==> src/hdl/pps_pkg.sv <==
// pps_pkg: shared types, status codes and defaults for the preemptive
// priority scheduler. No dependencies; used by pps_ctrl, pps_dpath and the top level.
package pps_pkg;

    localparam int DEPTH_DEFAULT = 16;

    localparam logic [15:0] QUANTUM_RESET = 16'd1;
    localparam logic [31:0] TIME_MAX      = 32'hFFFF_FFFF;

    localparam logic CMD_ADD      = 1'b0;
    localparam logic CMD_DISPATCH = 1'b1;

    typedef enum logic [1:0] {
        ST_ADDED    = 2'd0,
        ST_FULL     = 2'd1,
        ST_DISPATCH = 2'd2,
        ST_IDLE     = 2'd3
    } status_t;

    // One job record as held in the table memory.
    typedef struct packed {
        logic [7:0]  job;
        logic [31:0] arrival;
        logic [7:0]  prio;
        logic [15:0] burst;
        logic [15:0] remaining;
        logic        started;
        logic [31:0] first_start;
    } entry_t;

    // Controller to datapath commands.
    typedef struct packed {
        logic latch_in;   // capture the transaction's fields
        logic rd_scan;    // read entry at scan address
        logic rd_pick;    // read the chosen entry
        logic cmp_en;     // compare registered read data against best
        logic add_wr;     // store a new job at scan address
        logic idle_en;    // idle slot: advance counter, load result
        logic calc_en;    // slot length, new remaining, new time
        logic commit_en;  // write back entry, update counter, retire
        logic final_en;   // waiting time, load dispatch result
        logic out_add;    // load "added" result
        logic out_full;   // load "table full" result
    } ctl_cmd_t;

    // Datapath to controller status.
    typedef struct packed {
        logic free;       // entry at scan address is not valid
        logic found;      // scan found an eligible job
    } ctl_stat_t;

endpackage

==> src/hdl/preemptive_priority_scheduler.sv <==
// Preemptive priority scheduler top level: controller plus datapath.
// Depends on pps_pkg, pps_ctrl and pps_dpath.
//
//  channel   handshake                 payload
//  --------  ------------------------  ------------------------------------------
//  request   start & !busy             cmd, job_id, arrival_time, job_priority,
//                                      burst_time
//  result    done (one cycle)          status, slot_job, slot_start, finished,
//                                      first_start, finish_time, turnaround,
//                                      waiting, held_count
//  config    quantum_we                quantum_wdata (time_quantum)
//
// An add scans for the lowest free entry, walking the valid bits one entry per cycle, and
// ends when it writes one or finds the table full. A dispatch reads every entry and picks;
// if a job is found it goes on through load, commit and final steps. One read port,
// one entry compared per cycle. done rises at the edge where busy falls, so the next
// transaction may be accepted while the result is shown. Reset clears the valid bits and
// the time counter and sets the quantum to 1. The result side cannot stall.
module preemptive_priority_scheduler #(
    parameter int TABLE_DEPTH = pps_pkg::DEPTH_DEFAULT
) (
    input  logic                               clk,
    input  logic                               rst_n,
    input  logic                               start,
    output logic                               busy,
    input  logic                               cmd,
    input  logic [7:0]                         job_id,
    input  logic [31:0]                        arrival_time,
    input  logic [7:0]                         job_priority,
    input  logic [15:0]                        burst_time,
    output logic                               done,
    output logic [1:0]                         status,
    output logic [7:0]                         slot_job,
    output logic [31:0]                        slot_start,
    output logic                               finished,
    output logic [31:0]                        first_start,
    output logic [31:0]                        finish_time,
    output logic [31:0]                        turnaround,
    output logic [31:0]                        waiting,
    output logic [$clog2(TABLE_DEPTH+1)-1:0]   held_count,
    input  logic                               quantum_we,
    input  logic [15:0]                        quantum_wdata
);

    localparam int IDX_W = $clog2(TABLE_DEPTH);
    localparam int CNT_W = $clog2(TABLE_DEPTH + 1);

    pps_pkg::ctl_cmd_t  ctl;
    pps_pkg::ctl_stat_t stat;
    logic [IDX_W-1:0]   addr;

    pps_ctrl #(
        .TABLE_DEPTH (TABLE_DEPTH),
        .IDX_W       (IDX_W)
    ) u_ctrl (
        .clk   (clk),
        .rst_n (rst_n),
        .start (start),
        .cmd   (cmd),
        .busy  (busy),
        .done  (done),
        .ctl   (ctl),
        .addr  (addr),
        .stat  (stat)
    );

    pps_dpath #(
        .TABLE_DEPTH (TABLE_DEPTH),
        .IDX_W       (IDX_W),
        .CNT_W       (CNT_W)
    ) u_dpath (
        .clk           (clk),
        .rst_n         (rst_n),
        .ctl           (ctl),
        .addr          (addr),
        .stat          (stat),
        .quantum_we    (quantum_we),
        .quantum_wdata (quantum_wdata),
        .job_id        (job_id),
        .arrival_time  (arrival_time),
        .job_priority  (job_priority),
        .burst_time    (burst_time),
        .status        (status),
        .slot_job      (slot_job),
        .slot_start    (slot_start),
        .finished      (finished),
        .first_start   (first_start),
        .finish_time   (finish_time),
        .turnaround    (turnaround),
        .waiting       (waiting),
        .held_count    (held_count)
    );

endmodule

==> src/hdl/pps_dpath.sv <==
// pps_dpath: job table memory, valid bits, time counter, quantum register,
// selection compare and slot arithmetic. Depends on pps_pkg; driven by pps_ctrl.
module pps_dpath #(
    parameter int TABLE_DEPTH = pps_pkg::DEPTH_DEFAULT,
    parameter int IDX_W       = $clog2(TABLE_DEPTH),
    parameter int CNT_W       = $clog2(TABLE_DEPTH + 1)
) (
    input  logic                clk,
    input  logic                rst_n,
    input  pps_pkg::ctl_cmd_t   ctl,
    input  logic [IDX_W-1:0]    addr,
    output pps_pkg::ctl_stat_t  stat,
    input  logic                quantum_we,
    input  logic [15:0]         quantum_wdata,
    input  logic [7:0]          job_id,
    input  logic [31:0]         arrival_time,
    input  logic [7:0]          job_priority,
    input  logic [15:0]         burst_time,
    output logic [1:0]          status,
    output logic [7:0]          slot_job,
    output logic [31:0]         slot_start,
    output logic                finished,
    output logic [31:0]         first_start,
    output logic [31:0]         finish_time,
    output logic [31:0]         turnaround,
    output logic [31:0]         waiting,
    output logic [CNT_W-1:0]    held_count
);

    pps_pkg::entry_t mem [TABLE_DEPTH];

    logic [TABLE_DEPTH-1:0] valid_reg;
    logic [CNT_W-1:0]       count_reg;
    logic [31:0]            time_reg;
    logic [15:0]            quantum_reg;

    // captured transaction fields
    logic [7:0]  in_job_reg;
    logic [31:0] in_arrival_reg;
    logic [7:0]  in_prio_reg;
    logic [15:0] in_burst_reg;

    // read port
    pps_pkg::entry_t  rd_data_reg;
    logic             rd_valid_reg;
    logic [IDX_W-1:0] rd_idx_reg;

    // best candidate so far
    logic             best_found_reg;
    logic [7:0]       best_prio_reg;
    logic [7:0]       best_job_reg;
    logic [IDX_W-1:0] best_idx_reg;

    // slot arithmetic
    logic [15:0] rem_new_reg;
    logic [31:0] time_new_reg;
    logic [31:0] slot_start_reg;
    logic [31:0] fs_new_reg;
    logic [31:0] tat_reg;
    logic        fin_reg;

    // result registers
    logic [1:0]       status_reg;
    logic [7:0]       slot_job_reg;
    logic [31:0]      slot_start_out_reg;
    logic             finished_reg;
    logic [31:0]      first_start_reg;
    logic [31:0]      finish_time_reg;
    logic [31:0]      turnaround_reg;
    logic [31:0]      waiting_reg;
    logic [CNT_W-1:0] held_reg;

    logic             mem_we;
    logic [IDX_W-1:0] mem_waddr;
    pps_pkg::entry_t  mem_wdata;
    logic             mem_re;
    logic [IDX_W-1:0] mem_raddr;

    logic             eligible;
    logic             better;
    logic [15:0]      run;
    logic [32:0]      run_sum;
    logic [32:0]      idle_sum;
    logic [31:0]      wait_diff;

    assign stat.free  = ~valid_reg[addr];
    assign stat.found = best_found_reg;

    assign eligible = rd_valid_reg && (rd_data_reg.arrival <= time_reg);
    assign better   = !best_found_reg
                   || (rd_data_reg.prio < best_prio_reg)
                   || ((rd_data_reg.prio == best_prio_reg) && (rd_data_reg.job < best_job_reg));

    assign run      = (rd_data_reg.remaining < quantum_reg) ? rd_data_reg.remaining : quantum_reg;
    assign run_sum  = {1'b0, time_reg} + {17'd0, run};
    assign idle_sum = {1'b0, time_reg} + {17'd0, quantum_reg};
    assign wait_diff = tat_reg - {16'd0, rd_data_reg.burst};

    always_comb
    begin
        mem_we    = ctl.add_wr | ctl.commit_en;
        mem_waddr = ctl.add_wr ? addr : best_idx_reg;
        if (ctl.add_wr)
        begin
            mem_wdata.job         = in_job_reg;
            mem_wdata.arrival     = in_arrival_reg;
            mem_wdata.prio        = in_prio_reg;
            mem_wdata.burst       = in_burst_reg;
            mem_wdata.remaining   = in_burst_reg;
            mem_wdata.started     = 1'b0;
            mem_wdata.first_start = 32'd0;
        end
        else
        begin
            mem_wdata             = rd_data_reg;
            mem_wdata.remaining   = rem_new_reg;
            mem_wdata.started     = 1'b1;
            mem_wdata.first_start = fs_new_reg;
        end
        mem_re    = ctl.rd_scan | ctl.rd_pick;
        mem_raddr = ctl.rd_pick ? best_idx_reg : addr;
    end

    always_ff @(posedge clk)
    begin
        if (mem_we)
        begin
            mem[mem_waddr] <= mem_wdata;
        end
        if (mem_re)
        begin
            rd_data_reg <= mem[mem_raddr];
        end
    end

    // payload registers
    always_ff @(posedge clk)
    begin
        if (ctl.latch_in)
        begin
            in_job_reg     <= job_id;
            in_arrival_reg <= arrival_time;
            in_prio_reg    <= job_priority;
            in_burst_reg   <= burst_time;
        end
        if (mem_re)
        begin
            rd_valid_reg <= valid_reg[mem_raddr];
            rd_idx_reg   <= mem_raddr;
        end
        if (ctl.cmp_en && eligible && better)
        begin
            best_prio_reg <= rd_data_reg.prio;
            best_job_reg  <= rd_data_reg.job;
            best_idx_reg  <= rd_idx_reg;
        end
        if (ctl.calc_en)
        begin
            rem_new_reg    <= rd_data_reg.remaining - run;
            time_new_reg   <= run_sum[32] ? pps_pkg::TIME_MAX : run_sum[31:0];
            slot_start_reg <= time_reg;
            fs_new_reg     <= rd_data_reg.started ? rd_data_reg.first_start : time_reg;
        end
        if (ctl.commit_en)
        begin
            tat_reg <= time_new_reg - rd_data_reg.arrival;
            fin_reg <= (rem_new_reg == 16'd0);
        end
    end

    // result registers
    always_ff @(posedge clk)
    begin
        if (ctl.out_add || ctl.out_full || ctl.idle_en || ctl.final_en)
        begin
            status_reg         <= ctl.out_add  ? pps_pkg::ST_ADDED :
                                  ctl.out_full ? pps_pkg::ST_FULL  :
                                  ctl.idle_en  ? pps_pkg::ST_IDLE  : pps_pkg::ST_DISPATCH;
            slot_job_reg       <= ctl.final_en ? rd_data_reg.job : 8'd0;
            slot_start_out_reg <= ctl.idle_en  ? time_reg :
                                  ctl.final_en ? slot_start_reg : 32'd0;
            finished_reg       <= ctl.final_en & fin_reg;
            first_start_reg    <= (ctl.final_en && fin_reg) ? fs_new_reg : 32'd0;
            finish_time_reg    <= (ctl.final_en && fin_reg) ? time_new_reg : 32'd0;
            turnaround_reg     <= (ctl.final_en && fin_reg) ? tat_reg : 32'd0;
            // waiting clamps at zero, reachable only after counter saturation
            waiting_reg        <= (ctl.final_en && fin_reg && (tat_reg >= {16'd0, rd_data_reg.burst}))
                                  ? wait_diff : 32'd0;
            held_reg           <= count_reg;
        end
    end

    // control state
    always_ff @(posedge clk or negedge rst_n)
    begin
        if (!rst_n)
        begin
            valid_reg      <= '0;
            count_reg      <= '0;
            time_reg       <= '0;
            quantum_reg    <= pps_pkg::QUANTUM_RESET;
            best_found_reg <= 1'b0;
        end
        else
        begin
            if (quantum_we)
            begin
                quantum_reg <= quantum_wdata;
            end
            if (ctl.latch_in)
            begin
                best_found_reg <= 1'b0;
            end
            else if (ctl.cmp_en && eligible)
            begin
                best_found_reg <= 1'b1;
            end
            if (ctl.add_wr)
            begin
                valid_reg[addr] <= 1'b1;
                count_reg       <= count_reg + CNT_W'(1);
            end
            if (ctl.idle_en)
            begin
                time_reg <= idle_sum[32] ? pps_pkg::TIME_MAX : idle_sum[31:0];
            end
            if (ctl.commit_en)
            begin
                time_reg <= time_new_reg;
                if (rem_new_reg == 16'd0)
                begin
                    valid_reg[best_idx_reg] <= 1'b0;
                    count_reg               <= count_reg - CNT_W'(1);
                end
            end
        end
    end

    assign status      = status_reg;
    assign slot_job    = slot_job_reg;
    assign slot_start  = slot_start_out_reg;
    assign finished    = finished_reg;
    assign first_start = first_start_reg;
    assign finish_time = finish_time_reg;
    assign turnaround  = turnaround_reg;
    assign waiting     = waiting_reg;
    assign held_count  = held_reg;

endmodule

==> src/hdl/pps_ctrl.sv <==
// pps_ctrl: sequencing state machine for add and dispatch transactions,
// scan counter, busy and result strobe. Depends on pps_pkg; drives pps_dpath.
module pps_ctrl #(
    parameter int TABLE_DEPTH = pps_pkg::DEPTH_DEFAULT,
    parameter int IDX_W       = $clog2(TABLE_DEPTH)
) (
    input  logic                clk,
    input  logic                rst_n,
    input  logic                start,
    input  logic                cmd,
    output logic                busy,
    output logic                done,
    output pps_pkg::ctl_cmd_t   ctl,
    output logic [IDX_W-1:0]    addr,
    input  pps_pkg::ctl_stat_t  stat
);

    typedef enum logic [3:0] {
        S_IDLE,
        S_ADD_SCAN,
        S_ADD_DONE,
        S_DSP_SCAN,
        S_DSP_DRAIN,
        S_DSP_PICK,
        S_DSP_LOAD,
        S_DSP_COMMIT,
        S_DSP_FINAL
    } state_t;

    localparam logic [IDX_W-1:0] LAST_IDX = IDX_W'(TABLE_DEPTH - 1);

    state_t           state_reg;
    logic [IDX_W-1:0] idx_reg;
    logic             busy_reg;
    logic             done_reg;

    assign addr = idx_reg;
    assign busy = busy_reg;
    assign done = done_reg;

    always_comb
    begin
        ctl = '0;
        case (state_reg)
            S_IDLE:
            begin
                ctl.latch_in = start;
            end
            S_ADD_SCAN:
            begin
                ctl.add_wr   = stat.free;
                ctl.out_full = !stat.free && (idx_reg == LAST_IDX);
            end
            S_ADD_DONE:
            begin
                ctl.out_add = 1'b1;
            end
            S_DSP_SCAN:
            begin
                ctl.rd_scan = 1'b1;
                ctl.cmp_en  = (idx_reg != '0);
            end
            S_DSP_DRAIN:
            begin
                ctl.cmp_en = 1'b1;
            end
            S_DSP_PICK:
            begin
                ctl.rd_pick = stat.found;
                ctl.idle_en = !stat.found;
            end
            S_DSP_LOAD:
            begin
                ctl.calc_en = 1'b1;
            end
            S_DSP_COMMIT:
            begin
                ctl.commit_en = 1'b1;
            end
            S_DSP_FINAL:
            begin
                ctl.final_en = 1'b1;
            end
            default:
            begin
                ctl = '0;
            end
        endcase
    end

    always_ff @(posedge clk or negedge rst_n)
    begin
        if (!rst_n)
        begin
            state_reg <= S_IDLE;
            idx_reg   <= '0;
            busy_reg  <= 1'b0;
            done_reg  <= 1'b0;
        end
        else
        begin
            done_reg <= 1'b0;
            case (state_reg)
                S_IDLE:
                begin
                    if (start)
                    begin
                        idx_reg   <= '0;
                        busy_reg  <= 1'b1;
                        state_reg <= (cmd == pps_pkg::CMD_ADD) ? S_ADD_SCAN : S_DSP_SCAN;
                    end
                end
                S_ADD_SCAN:
                begin
                    if (stat.free)
                    begin
                        state_reg <= S_ADD_DONE;
                    end
                    else if (idx_reg == LAST_IDX)
                    begin
                        done_reg  <= 1'b1;
                        busy_reg  <= 1'b0;
                        state_reg <= S_IDLE;
                    end
                    else
                    begin
                        idx_reg <= idx_reg + IDX_W'(1);
                    end
                end
                S_ADD_DONE:
                begin
                    done_reg  <= 1'b1;
                    busy_reg  <= 1'b0;
                    state_reg <= S_IDLE;
                end
                S_DSP_SCAN:
                begin
                    if (idx_reg == LAST_IDX)
                    begin
                        state_reg <= S_DSP_DRAIN;
                    end
                    else
                    begin
                        idx_reg <= idx_reg + IDX_W'(1);
                    end
                end
                S_DSP_DRAIN:
                begin
                    state_reg <= S_DSP_PICK;
                end
                S_DSP_PICK:
                begin
                    if (stat.found)
                    begin
                        state_reg <= S_DSP_LOAD;
                    end
                    else
                    begin
                        done_reg  <= 1'b1;
                        busy_reg  <= 1'b0;
                        state_reg <= S_IDLE;
                    end
                end
                S_DSP_LOAD:
                begin
                    state_reg <= S_DSP_COMMIT;
                end
                S_DSP_COMMIT:
                begin
                    state_reg <= S_DSP_FINAL;
                end
                S_DSP_FINAL:
                begin
                    done_reg  <= 1'b1;
                    busy_reg  <= 1'b0;
                    state_reg <= S_IDLE;
                end
                default:
                begin
                    busy_reg  <= 1'b0;
                    state_reg <= S_IDLE;
                end
            endcase
        end
    end

endmodule

==> config.mk <==
export PLATFORM = sky130hd
export DESIGN_NAME = preemptive_priority_scheduler
export DESIGN_NICKNAME = d
export VERILOG_FILES = /design/src/hdl/pps_pkg.sv /design/src/hdl/preemptive_priority_scheduler.sv /design/src/hdl/pps_dpath.sv /design/src/hdl/pps_ctrl.sv
export SDC_FILE = /design/constraint.sdc
export NUM_CORES = 2
export LEC_CHECK = 0
export BUFFER_PORTS_ARGS = -buffer_cell sky130_fd_sc_hd__buf_2
export CAP_MARGIN = 20
export CORE_MARGIN = 1
export CORE_UTILIZATION = 30
export CTS_BUF_LIST = sky130_fd_sc_hd__clkbuf_8
export CTS_CLUSTER_DIAMETER = 200
export CTS_CLUSTER_SIZE = 20
export DETAILED_ROUTE_END_ITERATION = 10
export SLEW_MARGIN = 20
export SYNTH_ARGS = -nofsm -noshare
export SYNTH_HDL_FRONTEND = slang
export SYNTH_SLANG_ARGS = --single-unit
==> constraint.sdc <==
create_clock -name clk -period 14.5 [get_ports clk]
set_input_delay 0.725 -clock clk [delete_from_list [all_inputs] [get_ports clk]]
set_output_delay 0.725 -clock clk [all_outputs]
set_load 0.05 [all_outputs]
==> flow_summary.json <==
{
  "clock-skew-final_ns": 0.0837,
  "power.share.switching_pct": 38.8,
  "route.vias.total": 65564,
  "initial_core_util_pct": 30.1,
  "clock_tree.root_cell": "clkbuf_8",
  "worst-endpoint-arrival_ns": 6.96,
  "irDropWorstVdd_mv": 0.133,
  "ys_dominant_reg_cell": "edfxtp_1",
  "port_buffers": 262,
  "postRouteAntennaNets": 0,
  "detailedRoute.firstPassIterationCount": 6,
  "timing_worst_setup_path_type": "reg2reg",
  "syn_avg_cell_area_sq_um": 12.7,
  "core_sq_um": 333000,
  "delay_of_the_slowest_cell_on_the_worst_path_ns": 0.80,
  "p_int_uw": 12000,
  "timing.fmax_ghz": 0.157,
  "grt_setup_unrepaired": "no",
  "net-switching-power_uw": 7650,
  "drt_drc_violations_left": 0,
  "pin_count_of_the_biggest_net_entering_global_routing": 183,
  "grt.total_usage_pct": 17.4,
  "setup_viol": 0,
  "initialDrtViolationCount": 7637,
  "timing.critical_path.max_delay_family": "buffers and inverters",
  "final_replace_weighted_congestion": 0.913,
  "number_of_nets_in_the_layout": 8333,
  "die-area_sq_um": 337000,
  "cts_buffer_depth": 4,
  "total_leakage_power_uw": 0.0380,
  "final.period_utilization_pct": 43.9,
  "first_global_vias": 62281,
  "path_max_fanout": 83,
  "fp.dieW_microns": 581,
  "cts_inserted_buffers": 147,
  "netlist_area_sq_um": 100000,
  "die_height_microns": 581,
  "finalHoldViolCount": 0,
  "globalRouteMet1Util_pct": 24.5,
  "synth_enable_flop_cells": 2331,
  "groute.layer.met3.usage_pct": 2.97,
  "slew_viol_final": 0,
  "timing.critical_path.buf_inv": 4,
  "pwr-share-seq_pct": 49.2,
  "largest_reg_flops": 1808,
  "commonest_non_fill_non_tap_cell_in_the_layout": "edfxtp_1",
  "yosysWarningCount": 0,
  "p_comb_share_pct": 35.0,
  "io-pin-count": 263,
  "floorplan.rows": 212,
  "final.setup.tns_ns": 0,
  "grt_overflow": 0,
  "syn_to_final_growth_pct": 9.35,
  "final_non_filler_cell_total": 12527,
  "endpoint_kind": "flip-flop",
  "hold_class": "in2reg",
  "maxSlewHeadroom_pct": 12.7,
  "dp.final_hpwl_microns": 179000,
  "detail_route.wl_per_cell_microns": 24.3,
  "power_density_nw_per_um2": 179,
  "vias_per_cell": 5.23,
  "first_pass_grt_wire_length_microns": 439000,
  "cp_cell_sequence": "mux4_2 > mux4_2 > nor3_4 > buf_4 > buf_12 > a31oi_1 > nor2_4 > buf_4 > buf_4",
  "place_inst": 12252,
  "post_synth_num_cell_types": 84,
  "tritoncts": "built",
  "globalRouteMet2Util_pct": 27.6,
  "clkPwrFrac_pct": 15.8,
  "timing.critical_path.slowest_stage_cell": "dfrtp_1",
  "worst_slew_pin_slew_ns": 1.31,
  "startpoint_type": "flip-flop",
  "path_clk_slew_ns": 0.14,
  "status": "finished, final reports clean",
  "htreeDepth": 4,
  "insertion_delay_ns": 1.01,
  "wl_microns": 304000,
  "finalCriticalPeriod_ns": 6.37,
  "cts_resized": 0,
  "asyncSetResetFlopFracSynth_pct": 3.32,
  "ys_seq_area_share_pct": 71.7,
  "synth-seq-cells": 2411,
  "hold_ws_ns": 0.0724,
  "crit_required_ns": 15.09,
  "synthCells": 7941,
  "maxCapViolCount": 0,
  "post_route_cells_drive_above_1_share_pct": 7.97,
  "antenna_found_initial": 35,
  "grt_busiest_layer": "met2",
  "layout.cells.most_common_list": "edfxtp_1, nand2_1, nand3_1",
  "clock_sinks": 2411,
  "critical-path-top-cell-by-count": "buf_4",
  "synthesis.nets": 8193
}
[metrics by stage]
stage	worst slack (ns)	cell area [sq um]	utilization, %	power, uW
2_1_floorplan	1.34	100000	-	14200
3_3_place_gp	8.17	107000	32.0	16500
3_5_place_dp	8.00	107000	32.0	16700
4_1_cts	7.97	110000	32.9	19700
5_1_grt	7.77	110000	32.9	20600
6_report	8.13	110000	32.9	19700
[final cells by class]
class	count	area, sq um
Antenna cell	17	42.5
Clock buffer	151	2080
Clock inverter	40	211
Fill cell	32442	224000
Inverter	158	621
Multi-Input combinational cell	4900	26100
Sequential cell	2411	72000
Tap cell	4387	5490
Timing Repair Buffer	463	3270
[power groups by stage]
stage	clock network, uW	registers [uW]	logic (uW)
6_report	3110	9690	6890
2_1_floorplan	0	10300	3950
4_1_cts	3190	9690	6870
3_3_place_gp	0	9830	6700
5_1_grt	3390	9740	7470
3_5_place_dp	0	9850	6840
[worst paths after layout]
kind | slack [ns] | depth (start not counted) | start | endpoint
worst max-delay path | 8.13 | 9 | u_ctrl.addr[0] | u_dpath.mem[11][43]
worst min-delay path | 0.07 | 3 | quantum_wdata[5] | u_dpath.quantum_reg[5]
worst max register to register | 8.13 | 9 | u_ctrl.addr[0] | u_dpath.mem[11][43]
worst min register to register | 0.44 | 0 | u_dpath.rd_idx_reg[3] | u_dpath.best_idx_reg[3]
max in group asynchronous | 12.95 | 3 | rst_n | u_ctrl.busy
min in group asynchronous | 0.29 | 2 | rst_n | u_dpath.time_reg[25]
[worst register-to-register path: stages, from the launching register on]
cell and delay [ns]:
dfrtp_1 0.80, mux4_2 0.61, mux4_2 0.54, nor3_4 0.24
buf_4 0.51, buf_12 0.46, a31oi_1 0.42, nor2_4 0.77
buf_4 0.80, buf_4 0.82
[cell families (layout without fill, tap and decap cells)]
logic type                 count (synthesis)  in the layout  synth area share [%]
DFF                                     2411           2411                  71.7
buffers and inverters                    630            812                  2.56
other                                      0             17                     0
muxes                                     50             50                 0.592
xor gates and xnor gates                  89             89                 0.776
AOI/OAI and AO/OA                        904            904                  6.22
and+or+nand+nor                         3690           3690                  16.1
adders and majority gates                167            167                  2.12
[Yosys cell counts (8+ instances only)]
cell type     n  area (sq um)
o211ai_1     14           105
and3_1      221          1380
o21a_1       17           128
o21ai_0     196           981
ha_1        162          2030
buf_1        20          75.1
nand4_1      19           119
edfxtp_1   2331         70000
clkbuf_1    299          1120
xnor2_1      53           464
nand3_1     941          4710
nand2b_1     19           119
nor3_1       45           225
mux2i_1      22           220
buf_2       146           731
inv_1       153           574
a311oi_1    233          2040
a31oi_1     146           913
a22oi_1      12          90.1
mux2_2       22           248
or3_1        11          68.8
nand2_1    2146          8060
and2_1       54           338
nor2_1      163           612
a21oi_1     116           581
a211oi_1     21           158
nor2b_1      28           175
dfrtp_1      79          1980
nor4_1       12          75.1
xor2_1       36           315
o31ai_1       8          60.1
a21o_1       52           390
o21bai_1      9          67.6
[metal layers]
layer | wire length, microns | up-vias
li1 | - | 29195
met1 | 130000 | 33062
met2 | 139000 | 2888
met3 | 25900 | 413
met4 | 8820 | 6
met5 | 41 | -
[repair_timing]
action,4_1_cts,5_1_grt
buffers inserted,0,0
hold endpoints to repair,104,0
hold buffers,66,0
Note: power is estimated with default switching activity, not from simulation.
